## config.mk

```make
export PLATFORM = sky130hd
export DESIGN_NAME = ir_pulse_distance_frame_transmitter
export DESIGN_NICKNAME = d
export VERILOG_FILES = /design/src/design/iptx_pkg.sv /design/src/design/ir_pulse_distance_frame_transmitter.sv /design/src/design/iptx_core.sv
export VERILOG_INCLUDE_DIRS = /design/src /design/src/design
export SDC_FILE = /design/constraint.sdc
export NUM_CORES = 1
export LEC_CHECK = 0
export BUFFER_PORTS_ARGS = -buffer_cell sky130_fd_sc_hd__buf_4
export CELL_PAD_IN_SITES_DETAIL_PLACEMENT = 1
export CELL_PAD_IN_SITES_GLOBAL_PLACEMENT = 1
export CORE_MARGIN = 2
export CORE_UTILIZATION = 45
export DETAILED_ROUTE_END_ITERATION = 16
export GPL_TIMING_DRIVEN = 0
export PLACE_DENSITY = 0.77
export SYNTH_ARGS = -nofsm -noshare
export SYNTH_HDL_FRONTEND = slang
export SYNTH_SLANG_ARGS = --single-unit
```

## constraint.sdc

```tcl
create_clock -name clock -period 7 [get_ports clock]
set_input_delay 0.35 -clock clock [delete_from_list [all_inputs] [get_ports clock]]
set_output_delay 0.35 -clock clock [all_outputs]
set_load 0.05 [all_outputs]
```

## src/design/ir_pulse_distance_frame_transmitter_macros.svh

```systemverilog
// assertion macros shared by the ir frame transmitter
`ifndef IR_PULSE_DISTANCE_FRAME_TRANSMITTER_MACROS_SVH
`define IR_PULSE_DISTANCE_FRAME_TRANSMITTER_MACROS_SVH

// same-cycle implication, checked on every rising clock edge outside reset
`define IPTX_ASSERT_SAME(label, clk, rst, ante, cons, msg) \
   label: assert property (@(posedge clk) disable iff (rst) (ante) |-> (cons)) \
      else $error(msg);

// next-cycle implication
`define IPTX_ASSERT_NEXT(label, clk, rst, ante, cons, msg) \
   label: assert property (@(posedge clk) disable iff (rst) (ante) |=> (cons)) \
      else $error(msg);

`endif

```

## src/design/iptx_pkg.sv

```systemverilog
// shared types and constants for the ir pulse distance frame transmitter
package iptx_pkg;

   localparam int FIELD_BITS_DEFAULT  = 24;
   localparam int TIMER_WIDTH_DEFAULT = 16;

   localparam int REG_WIDTH       = 16;
   localparam int CSR_INDEX_WIDTH = 4;

   // register indexes on the csr port
   typedef enum logic [CSR_INDEX_WIDTH-1:0] {
      REG_HEADER_MARK    = 4'd0,
      REG_HEADER_SPACE   = 4'd1,
      REG_BIT_MARK       = 4'd2,
      REG_ZERO_SPACE     = 4'd3,
      REG_ONE_SPACE      = 4'd4,
      REG_TRAIL_MARK     = 4'd5,
      REG_CARRIER_PERIOD = 4'd6,
      REG_CARRIER_HIGH   = 4'd7
   } iptx_reg_type;

   // reset values, 125 ns tick
   localparam logic [REG_WIDTH-1:0] HEADER_MARK_RESET    = 16'd28000;
   localparam logic [REG_WIDTH-1:0] HEADER_SPACE_RESET   = 16'd13600;
   localparam logic [REG_WIDTH-1:0] BIT_MARK_RESET       = 16'd3600;
   localparam logic [REG_WIDTH-1:0] ZERO_SPACE_RESET     = 16'd3360;
   localparam logic [REG_WIDTH-1:0] ONE_SPACE_RESET      = 16'd10240;
   localparam logic [REG_WIDTH-1:0] TRAIL_MARK_RESET     = 16'd3600;
   localparam logic [REG_WIDTH-1:0] CARRIER_PERIOD_RESET = 16'd210;
   localparam logic [REG_WIDTH-1:0] CARRIER_HIGH_RESET   = 16'd69;

   typedef struct packed {
      logic [REG_WIDTH-1:0] header_mark;
      logic [REG_WIDTH-1:0] header_space;
      logic [REG_WIDTH-1:0] bit_mark;
      logic [REG_WIDTH-1:0] zero_space;
      logic [REG_WIDTH-1:0] one_space;
      logic [REG_WIDTH-1:0] trail_mark;
      logic [REG_WIDTH-1:0] carrier_period;
      logic [REG_WIDTH-1:0] carrier_high;
   } iptx_cfg_type;

   typedef struct packed {
      logic ir_out;
      logic mark;
      logic busy_res;
      logic frame_done;
   } iptx_res_type;

endpackage

```

## src/design/ir_pulse_distance_frame_transmitter.sv

```systemverilog
// top level of the pulse distance ir frame transmitter (48 data bits)
//
// each request on the req_ channel is one time-base tick. a tick with
// req_start_req set while the block is idle latches req_address and
// req_command and starts a frame: header mark, header space, 48 data bits
// lsb first (address then command), trailing mark. starts while busy are
// dropped without sampling the payload.
// every request gives exactly one response on rsp_: ir_out (carrier gated
// by the envelope), mark, busy_res and frame_done (last trailing mark tick).
// each response is registered in the output stage; one request is taken per
// cycle while req_ready is high, that is while the skid register is empty.
// a two-entry output stage (output register plus skid register) lets the
// block take a request while an earlier response still waits; req_ready
// drops only when both entries hold responses.
// timing registers are written on the csr_ port (index, data); csr_ready
// is always high and writes beyond the eight registers are ignored.
// synchronous reset returns the sequencer to idle, empties the output
// stage and reloads the default timing (38 kHz carrier, 125 ns ticks).
`include "ir_pulse_distance_frame_transmitter_macros.svh"

module ir_pulse_distance_frame_transmitter #(
   parameter int FIELD_BITS  = iptx_pkg::FIELD_BITS_DEFAULT,
   parameter int TIMER_WIDTH = iptx_pkg::TIMER_WIDTH_DEFAULT
) (
   input  logic                                 clock,
   input  logic                                 reset,
   // tick requests
   input  logic                                 req_valid,
   output logic                                 req_ready,
   input  logic                                 req_start_req,
   input  logic [FIELD_BITS-1:0]                req_address,
   input  logic [FIELD_BITS-1:0]                req_command,
   // per-tick responses
   output logic                                 rsp_valid,
   input  logic                                 rsp_ready,
   output logic                                 rsp_ir_out,
   output logic                                 rsp_mark,
   output logic                                 rsp_busy_res,
   output logic                                 rsp_frame_done,
   // timing register writes
   input  logic                                 csr_valid,
   output logic                                 csr_ready,
   input  logic [iptx_pkg::CSR_INDEX_WIDTH-1:0] csr_index,
   input  logic [iptx_pkg::REG_WIDTH-1:0]       csr_data
);

   iptx_pkg::iptx_cfg_type cfg_ff;
   iptx_pkg::iptx_res_type cur_res;
   iptx_pkg::iptx_res_type out_ff;
   iptx_pkg::iptx_res_type skid_ff;
   logic                   out_valid_ff;
   logic                   skid_valid_ff;
   logic                   req_accept;
   logic                   rsp_take;
   logic                   core_active;

   // timing registers, a write is seen by the next tick
   assign csr_ready = 1'b1;

   always_ff @(posedge clock) begin
      if (reset) begin
         cfg_ff.header_mark    <= iptx_pkg::HEADER_MARK_RESET;
         cfg_ff.header_space   <= iptx_pkg::HEADER_SPACE_RESET;
         cfg_ff.bit_mark       <= iptx_pkg::BIT_MARK_RESET;
         cfg_ff.zero_space     <= iptx_pkg::ZERO_SPACE_RESET;
         cfg_ff.one_space      <= iptx_pkg::ONE_SPACE_RESET;
         cfg_ff.trail_mark     <= iptx_pkg::TRAIL_MARK_RESET;
         cfg_ff.carrier_period <= iptx_pkg::CARRIER_PERIOD_RESET;
         cfg_ff.carrier_high   <= iptx_pkg::CARRIER_HIGH_RESET;
      end else if (csr_valid) begin
         case (iptx_pkg::iptx_reg_type'(csr_index))
            iptx_pkg::REG_HEADER_MARK:    cfg_ff.header_mark    <= csr_data;
            iptx_pkg::REG_HEADER_SPACE:   cfg_ff.header_space   <= csr_data;
            iptx_pkg::REG_BIT_MARK:       cfg_ff.bit_mark       <= csr_data;
            iptx_pkg::REG_ZERO_SPACE:     cfg_ff.zero_space     <= csr_data;
            iptx_pkg::REG_ONE_SPACE:      cfg_ff.one_space      <= csr_data;
            iptx_pkg::REG_TRAIL_MARK:     cfg_ff.trail_mark     <= csr_data;
            iptx_pkg::REG_CARRIER_PERIOD: cfg_ff.carrier_period <= csr_data;
            iptx_pkg::REG_CARRIER_HIGH:   cfg_ff.carrier_high   <= csr_data;
            default: ;
         endcase
      end
   end

   // a request is refused only when both output entries are full
   assign req_ready  = !skid_valid_ff;
   assign req_accept = req_valid && req_ready;
   assign rsp_take   = out_valid_ff && rsp_ready;

   // sequencer advances once per accepted tick
   iptx_core #(
      .FIELD_BITS  (FIELD_BITS),
      .TIMER_WIDTH (TIMER_WIDTH)
   ) u_core (
      .clock     (clock),
      .reset     (reset),
      .tick      (req_accept),
      .start_req (req_start_req),
      .address   (req_address),
      .command   (req_command),
      .cfg       (cfg_ff),
      .res       (cur_res),
      .active    (core_active)
   );

   // output register plus skid register
   always_ff @(posedge clock) begin
      if (reset) begin
         out_valid_ff  <= 1'b0;
         skid_valid_ff <= 1'b0;
      end else if (!out_valid_ff || rsp_take) begin
         if (skid_valid_ff) begin
            // skid drains first; no request is taken in this cycle
            out_valid_ff  <= 1'b1;
            skid_valid_ff <= 1'b0;
         end else begin
            out_valid_ff <= req_accept;
         end
      end else if (req_accept) begin
         // output held by the receiver, park the new response
         skid_valid_ff <= 1'b1;
      end
   end

   always_ff @(posedge clock) begin
      if (!out_valid_ff || rsp_take) begin
         out_ff <= skid_valid_ff ? skid_ff : cur_res;
      end
      if (out_valid_ff && !rsp_take && req_accept) begin
         skid_ff <= cur_res;
      end
   end

   assign rsp_valid      = out_valid_ff;
   assign rsp_ir_out     = out_ff.ir_out;
   assign rsp_mark       = out_ff.mark;
   assign rsp_busy_res   = out_ff.busy_res;
   assign rsp_frame_done = out_ff.frame_done;

   // skid entry is only ever filled behind a held output entry
   `IPTX_ASSERT_SAME(a_skid_behind_out, clock, reset, skid_valid_ff, out_valid_ff,
      "skid entry valid while output entry empty")

   // a start taken while idle already drives the header mark
   `IPTX_ASSERT_SAME(a_start_marks, clock, reset,
      req_accept && req_start_req && !core_active, cur_res.mark && cur_res.busy_res,
      "start tick does not drive header mark")

   // the last trailing mark tick returns the sequencer to idle
   `IPTX_ASSERT_NEXT(a_done_idle, clock, reset, req_accept && cur_res.frame_done,
      !core_active, "sequencer still active after frame end")

endmodule

```

## src/design/iptx_core.sv

```systemverilog
// frame sequencer: phase, bit, interval and carrier counters, one step per tick
module iptx_core #(
   parameter int FIELD_BITS  = iptx_pkg::FIELD_BITS_DEFAULT,
   parameter int TIMER_WIDTH = iptx_pkg::TIMER_WIDTH_DEFAULT
) (
   input  logic                   clock,
   input  logic                   reset,
   input  logic                   tick,
   input  logic                   start_req,
   input  logic [FIELD_BITS-1:0]  address,
   input  logic [FIELD_BITS-1:0]  command,
   input  iptx_pkg::iptx_cfg_type cfg,
   output iptx_pkg::iptx_res_type res,
   output logic                   active
);

   localparam int PAYLOAD_W = 2 * FIELD_BITS;
   localparam int BP_W      = $clog2(PAYLOAD_W);
   localparam int CMP_W     = ((TIMER_WIDTH > iptx_pkg::REG_WIDTH) ?
                               TIMER_WIDTH : iptx_pkg::REG_WIDTH) + 1;
   localparam logic [BP_W-1:0] LAST_BIT = BP_W'(PAYLOAD_W - 1);

   typedef enum logic [2:0] {
      PH_IDLE,
      PH_HMARK,
      PH_HSPACE,
      PH_BMARK,
      PH_BSPACE,
      PH_TMARK
   } phase_type;

   phase_type              phase_ff, phase_in, cur_phase;
   logic [BP_W-1:0]        bit_pos_ff, bit_pos_in, cur_bp;
   logic [TIMER_WIDTH-1:0] interval_ff, interval_in, cur_ic;
   logic [TIMER_WIDTH-1:0] carrier_ff, carrier_in, cur_cc;
   logic [PAYLOAD_W-1:0]   payload_ff, payload_in, cur_payload;

   logic                          launch;
   logic                          is_mark;
   logic                          interval_end;
   logic                          carrier_wrap;
   logic                          ir;
   logic [iptx_pkg::REG_WIDTH-1:0] len;

   always_comb begin
      launch      = (phase_ff == PH_IDLE) && start_req;
      cur_phase   = launch ? PH_HMARK : phase_ff;
      cur_bp      = launch ? '0 : bit_pos_ff;
      cur_ic      = launch ? '0 : interval_ff;
      cur_cc      = launch ? '0 : carrier_ff;
      cur_payload = launch ? {command, address} : payload_ff;

      is_mark = (cur_phase == PH_HMARK) || (cur_phase == PH_BMARK) ||
                (cur_phase == PH_TMARK);

      case (cur_phase)
         PH_HMARK:  len = cfg.header_mark;
         PH_HSPACE: len = cfg.header_space;
         PH_BMARK:  len = cfg.bit_mark;
         PH_BSPACE: len = cur_payload[cur_bp] ? cfg.one_space : cfg.zero_space;
         default:   len = cfg.trail_mark;
      endcase

      // a zero length behaves as one tick; saturated counter also ends it
      interval_end = (CMP_W'(cur_ic) + CMP_W'(1) >= CMP_W'(len)) || (cur_ic == '1);
      carrier_wrap = (CMP_W'(cur_cc) + CMP_W'(1) >= CMP_W'(cfg.carrier_period)) ||
                     (cur_cc == '1);
      ir = is_mark && (CMP_W'(cur_cc) < CMP_W'(cfg.carrier_high));

      phase_in    = phase_ff;
      bit_pos_in  = bit_pos_ff;
      interval_in = interval_ff;
      carrier_in  = carrier_ff;
      payload_in  = payload_ff;
      res         = '0;

      if (cur_phase != PH_IDLE) begin
         payload_in   = cur_payload;
         bit_pos_in   = cur_bp;
         res.ir_out   = ir;
         res.mark     = is_mark;
         res.busy_res = 1'b1;
         if (is_mark) begin
            carrier_in = carrier_wrap ? '0 : cur_cc + 1'b1;
         end else begin
            carrier_in = cur_cc;
         end
         if (interval_end) begin
            interval_in = '0;
            carrier_in  = '0;
            case (cur_phase)
               PH_HMARK:  phase_in = PH_HSPACE;
               PH_HSPACE: phase_in = PH_BMARK;
               PH_BMARK:  phase_in = PH_BSPACE;
               PH_BSPACE: begin
                  if (cur_bp >= LAST_BIT) begin
                     phase_in = PH_TMARK;
                  end else begin
                     bit_pos_in = cur_bp + 1'b1;
                     phase_in   = PH_BMARK;
                  end
               end
               default: begin
                  phase_in       = PH_IDLE;
                  bit_pos_in     = '0;
                  res.frame_done = 1'b1;
               end
            endcase
         end else begin
            interval_in = cur_ic + 1'b1;
            phase_in    = cur_phase;
         end
      end
   end

   always_ff @(posedge clock) begin
      if (reset) begin
         phase_ff    <= PH_IDLE;
         bit_pos_ff  <= '0;
         interval_ff <= '0;
         carrier_ff  <= '0;
         payload_ff  <= '0;
      end else if (tick) begin
         phase_ff    <= phase_in;
         bit_pos_ff  <= bit_pos_in;
         interval_ff <= interval_in;
         carrier_ff  <= carrier_in;
         payload_ff  <= payload_in;
      end
   end

   assign active = (phase_ff != PH_IDLE);

endmodule

```

Word-level counts from Yosys, hierarchy flattened
Cells that the tools add are included.
Storage, ports and cells
  output and inout bits: 7
  flip-flop bits (word level): 227
  logic and storage cells: 100
Cells by class
  order comparisons: 5
  add/sub/neg operators: 5
  equality and inequality tests: 14
  mux-type cells: 24
  reductions and logical operators: 29
Operators by type and width (count)
  2-to-1 mux 16 bit: 7
  one-hot mux 16 bit (4 select lines): 1
  2-to-1 mux 48 bit: 1
  adder 16 x 1 -> 17 bit, second input constant: 2
  greater-or-equal comparator 17 x 16 -> 1 bit: 2
  adder 16 x 1 -> 16 bit, second input constant: 2
  equality test 16 bit, second input constant: 2
  2-to-1 mux 6 bit: 3
  AND reduction 2 bit: 9
  equality test 4 x 3 -> 1 bit, second input constant: 4
  less-than comparator 16 bit: 1
  one-hot mux 3 bit (4 select lines): 1
  one-hot mux 6 bit (2 select lines): 1
  2-to-1 mux 3 bit: 3
  equality test 4 x 2 -> 1 bit, second input constant: 2
  2-to-1 mux 4 bit: 2
  less-than comparator 6 x 7 -> 1 bit, second input constant: 1
  adder 6 x 1 -> 6 bit, second input constant: 1
  binary-select mux 1 bit (select 6 bit): 1
  equality test 3 x 2 -> 1 bit, second input constant: 2
  equality test 3 bit, second input constant: 2
  greater-or-equal comparator 6 bit, second input constant: 1
  logical AND 1 bit: 6
  logical OR 1 bit: 5
  other kinds (10): 15

Longest topological paths before layout
  depth in word-level cells: 12
  depth in mapped cells: 23
  mapped depth without buffers: 17

Cells and area by module
A second synthesis with hierarchy kept.
Second synthesis, totals
  cell total of the unflattened synthesis: 1440
  area, all modules: 12097.9 um^2
By module, submodules not included
  iptx_core: instances 1, cells an instance 892, area an instance 6692.7 um^2
  ir_pulse_distance_frame_transmitter: instances 1, cells an instance 548, area an instance 5405.2 um^2

Worst setup path before layout
Ideal clock, no wire load.
  path type: register -> register
  start: register u_core.phase_ff[0]
  end: register u_core.carrier_ff[2]
  path buffers: 5
  stages on the path, launching flop included: 23
  data arrival time: 4892 ps
  library setup time: 58 ps
  slack: 2050 ps
  cell sequence: dfxtp_1 > buf_6 > or4b_4 > buf_6 > and2_0 > mux4_2 > mux2_4 > a21oi_2 > o2111ai_4 > buf_6 > mux2_4 > a21oi_2 > ha_1 > a21o_1 > a21oi_1 > o211ai_1 > a211oi_1 > o21a_1 > clkbuf_1 > nand2_1 > nor2_1 > clkbuf_1 > a31o_2
On the way
  cells in the longest elaborated chain, start to end: 10
  elaborated cells between the ends (all ways): 32
RTL lines
  start: declaration: RTL line iptx_core.sv:32  | phase_type phase_ff, phase_in, cur_phase;
  start signal: assignment: RTL line iptx_core.sv:124  | phase_ff <= phase_in;
  zero test 3 bit: RTL line iptx_core.sv:46  | launch = (phase_ff == PH_IDLE) && start_req;
  logical AND 1 bit: RTL line iptx_core.sv:46
  2-to-1 mux 48 bit / 2-to-1 mux 6 bit (equally long branches): RTL line iptx_core.sv:51, iptx_core.sv:48
  binary-select mux 1 bit (select 6 bit): RTL line iptx_core.sv:60  | PH_BSPACE: len = cur_payload[cur_bp] ? cfg.one_space : cfg.zero_space;
  2-to-1 mux 1 bit (not written as such): RTL line iptx_core.sv:60
  2-to-1 mux 16 bit: RTL line iptx_core.sv:60
  one-hot mux 16 bit (4 select lines): RTL line iptx_core.sv:56  | case (cur_phase)
  greater-or-equal comparator 17 x 16 -> 1 bit: RTL line iptx_core.sv:65  | interval_end = (CMP_W'(cur_ic) + CMP_W'(1) >= CMP_W'(len)) || (cur_ic == '1);
  logical OR 1 bit: RTL line iptx_core.sv:65
  2-to-1 mux 16 bit: RTL line iptx_core.sv:88  | if (interval_end) begin
  end signal: assignment: RTL line iptx_core.sv:127  | carrier_ff <= carrier_in;
  end: declaration: RTL line iptx_core.sv:35  | logic [TIMER_WIDTH-1:0] carrier_ff, carrier_in, cur_cc;
Several ways; a longest one is shown, not always the timed one. The select of a mux whose other input is x is not followed.
A chain may end at the register's enable or synchronous reset.

Final worst setup path
  start: register u_core.bit_pos_ff[0]
  end: register u_core.carrier_ff[2]
On the way
  cells in the longest elaborated chain, start to end: 8
RTL lines
  start: declaration: RTL line iptx_core.sv:33  | logic [BP_W-1:0] bit_pos_ff, bit_pos_in, cur_bp;
  start signal: assignment: RTL line iptx_core.sv:125  | bit_pos_ff <= bit_pos_in;
  2-to-1 mux 6 bit: RTL line iptx_core.sv:48  | cur_bp = launch ? '0 : bit_pos_ff;
  binary-select mux 1 bit (select 6 bit): RTL line iptx_core.sv:60
  2-to-1 mux 1 bit (not written as such): RTL line iptx_core.sv:60
  2-to-1 mux 16 bit: RTL line iptx_core.sv:60
  one-hot mux 16 bit (4 select lines): RTL line iptx_core.sv:56
  greater-or-equal comparator 17 x 16 -> 1 bit: RTL line iptx_core.sv:65
  logical OR 1 bit: RTL line iptx_core.sv:65
  2-to-1 mux 16 bit: RTL line iptx_core.sv:88
No other way between the ends. The select of a mux whose other input is x is not followed.

==> flow_summary.yaml <==
logic_synthesis:
  syn_area_um2: 11400
  ys_seq_area_share_pct: 40.5
  synth_edf_count: 8
  yosysTopAreaCell: "dfxtp_1"
  synthArstFlopShare_pct: 0
  avgSynthCellArea_um2: 7.90
  ys_warn_count: 0
  synthTopCellsByCount: "nand2_1 (432), dfxtp_1 (219), a21oi_1 (193)"
  synth_top_area_share_pct: 38.4
  synth_nets: 1569
  yosysMostFrequentCell: "nand2_1"
  netlist_instances: 1445
  ys_ff_latch: 227
  yosys_most_used_dff: "dfxtp_1"
  synthDistinctLibCells: 63
  synth.top_cells.by_area: "dfxtp_1 (38%), nand2_1 (14%), a21oi_1 (8.5%), ha_1 (5.5%), clkbuf_1 (2.8%)"
timing:
  finalHoldViolCount: 0
  post-route-period-util_pct: 90.8
  max_clock_freq_ghz: 0.157
  rsz0062_at_grt: "false"
  fin_crit_ps: 6360
  worstMarginPinSlew_ps: 1120
  setup_violations: 0
  slew_viol_final: 0
  max-slew-margin-rel_pct: 24.4
  fin_tns_setup_ps: 0
  fin_ws_ps: 642
  fin_worst_skew_ps: 21.9
critical_path:
  critPathRequiredTime_ps: 7480
  worstSetupEndpointType: "flip-flop"
  crit_arrival_ps: 6830
  critPathKind: "flip-flop to flip-flop"
  worstPathBufferInverterCount: 5
  reg2reg_depth: 20
  cpLargestDelayFamily: "buffers and inverters"
  slowest_delay_ps: 630
  worstSetupStartpointType: "flip-flop"
  r2r_end: "u_core.carrier_ff[2]"
  cp_cell_sequence: "buf_2, buf_1, mux4_2, mux2_2, a31oi_1, o2111ai_4, buf_6, mux2i_1, o211ai_1, ha_1, nand2b_1, a21o_1, a21o_1, a211oi_1, o21a_1, clkbuf_1, nand2_1, nor2_1, clkbuf_1, a31o_2"
  r2r-start: "u_core.bit_pos_ff[0]"
  cp_max_fo: 10
  critPathSlowestCell: "buf_1"
  ff2ff_setup_slack_ps: 640
final_layout:
  syn_to_final_growth_pct: 15.3
  final_core_util_pct: 52.6
  num_antenna_cells: 0
  final_nets: 1660
  fillCellCount: 3108
  instances_no_fill: 1883
  drive_gt1_share_pct: 11.3
hold_path:
  hp-start: "req_command[6]"
  whs_path_depth: 3
  whs_endpoint: "u_core.payload_ff[30]"
  hold_path_class: "input pin to flip-flop"
clock_network:
  hold_buffers: 0
  cts_tree: "done"
  clock_latency_ps: 550
  cts_buffers: 27
  cts.clk_slew.worst_paths_ps: 60
  clock_sinks: 227
  htree_levels: 1
  cts_buffer_depth: 3
  cts-root-buf: "clkbuf_16"
pwr:
  ir_worst_vdd_v: 0.000159
  p_clk_share_pct: 45.8
  combPwrFrac_pct: 8.9
  powerDensity_nw_per_um2: 225
  swShare_pct: 25.6
  p_leak_nw: 4.98
  seq_power_share_pct: 45.2
  switching_power_mw: 0.760
  intPower_mw: 2.20
global_route:
  grt_usage_pct: 28.2
  grtUsageMet1_pct: 37.6
  grt_overflow: 0
  met2_usage_pct: 47.8
  grt_pass1_wl_mm: 58.8
  grt_pass1_vias: 10900
  busiest_layer: "met2"
  grt.met3_usage_pct: 3.20
  grt_max_degree: 14
  grt_antenna_before_repair: 0
outcome:
  status: "finished clean"
placed_design:
  dp.cells: 1838
  io_buffers: 62
  dpl.hpwl_mm: 27.5
  gp_congestion: 0.850
  place_ws_ps: 128
route:
  ant_nets: 0
  via_per_inst: 5.67
  num_vias: 10700
  wl_per_cell_um: 19.8
  drt_iter0_drc: 825
  drcViolationCount: 0
  drt-total-wl_mm: 37.3
  dr.pass1.iters: 8
floorplanning:
  core-area_um2: 25000
  design.portCount: 81
  initial_core_util_pct: 45.6
  die_height_um: 163
  die_area_um2: 26700
  die_x_um: 163
  rows: 58
run:
  maxCapViolCount: 0
==> what timing repair did <==
action,in CTS,in global routing
buffers inserted,0,0
setup endpoints to repair,0,10
resized for setup,0,1
==> flip-flops by register name, summed over array words and instances, names as in the netlist <==
register / cells
rsp_busy_res: 1
cfg_ff: 128
u_core.carrier_ff: 16
skid_ff: 4
rsp_mark: 1
skid_valid_ff: 1
rsp_ir_out: 1
u_core.bit_pos_ff: 6
rsp_frame_done: 1
u_core.payload_ff: 48
u_core.interval_ff: 16
u_core.phase_ff: 3
rsp_valid: 1
==> worst min-delay path: cells and delay by family <==
kind,cells,cell delay (ps)
AOI/OAI and AO/OA,1,50
and+or+nand+nor,1,50
buffers and inverters,1,110
==> worst max-delay path by stage <==
stage / cells past startpoint / slack, ps / start / end
floorplan: 22 / 2050 / u_core.phase_ff[0] / u_core.carrier_ff[2]
global placement: 20 / 180 / req_start_req / u_core.carrier_ff[2]
detailed placement: 20 / 130 / req_start_req / u_core.carrier_ff[2]
CTS: 19 / 150 / u_core.phase_ff[1] / u_core.carrier_ff[2]
global route: 21 / 180 / u_core.bit_pos_ff[0] / u_core.carrier_ff[2]
finish: 20 / 640 / u_core.bit_pos_ff[0] / u_core.carrier_ff[2]
==> final cells by class <==
cell class | count | area, um2 | share of cell area (%)
Buffer | 107 | 487 | 3.70
Tap cell | 330 | 413 | 3.14
Inverter | 46 | 173 | 1.31
Sequential cell | 227 | 4620 | 35.1
Clock inverter | 12 | 105 | 0.799
Timing Repair Buffer | 63 | 473 | 3.59
Multi-Input combinational cell | 1064 | 6140 | 46.7
Clock buffer | 34 | 742 | 5.64
==> layer usage <==
layer  vias up  wire length [um]  part of all wire, %
met2       211             18000                   48
met5         -                 0                    0
met3        65              1350                  3.6
li1       5119                 -                    -
met4         0              1130                  3.0
met1      5287             16700                   45
==> power groups by stage <==
| stage | Sequential (mW) | Clock [mW] | Combinational, mW |
|---|---|---|---|
| floorplan | 1.37 | 0 | 0.149 |
| global placement | 1.37 | 0 | 0.255 |
| detailed placement | 1.37 | 0 | 0.262 |
| CTS | 1.34 | 1.38 | 0.265 |
| global route | 1.34 | 1.43 | 0.287 |
| finish | 1.34 | 1.36 | 0.265 |
==> cell families after synthesis <==
kind of cell | after synthesis | share of synthesized area, %
DFF | 227 | 40.5
AOI/OAI and AO/OA | 304 | 16.4
adders and majority gates | 50 | 5.48
and+or+nand+nor | 644 | 24.6
muxes | 40 | 5.28
xor gates and xnor gates | 25 | 1.92
other | 1 | 0.0328
buffers and inverters | 154 | 5.81
==> placed cells by master (no fill, tap or decap), drive strengths merged, types with 8 or more instances in the layout <==
master / netlist / final
dfxtp: 219 / 219
nand3b: 32 / 32
a21oi: 203 / 203
nand3: 42 / 42
nand4: 10 / 10
nor3: 11 / 11
nand2: 432 / 432
and2: 20 / 20
xor2: 11 / 11
a22o: 9 / 9
xnor2: 14 / 14
inv: 46 / 48
a21o: 14 / 14
mux2: 22 / 22
edfxtp: 8 / 8
ha: 50 / 50
o21ai: 17 / 17
buf: 23 / 86
mux4: 11 / 11
nor2: 58 / 58
a222oi: 16 / 16
clkbuf: 85 / 118
==> through the flow <==
stage | hold WS, ps | total power, mW | area [um2]
after floorplan | 417 | 1.52 | 11400
after global placement | 432 | 1.62 | 12300
after detailed placement | 444 | 1.63 | 12300
after CTS | 30.8 | 2.98 | 13200
after global routing | 35.5 | 3.06 | 13200
final | 47.7 | 2.96 | 13200
No activity file was read; power rests on OpenSTA's default activity.
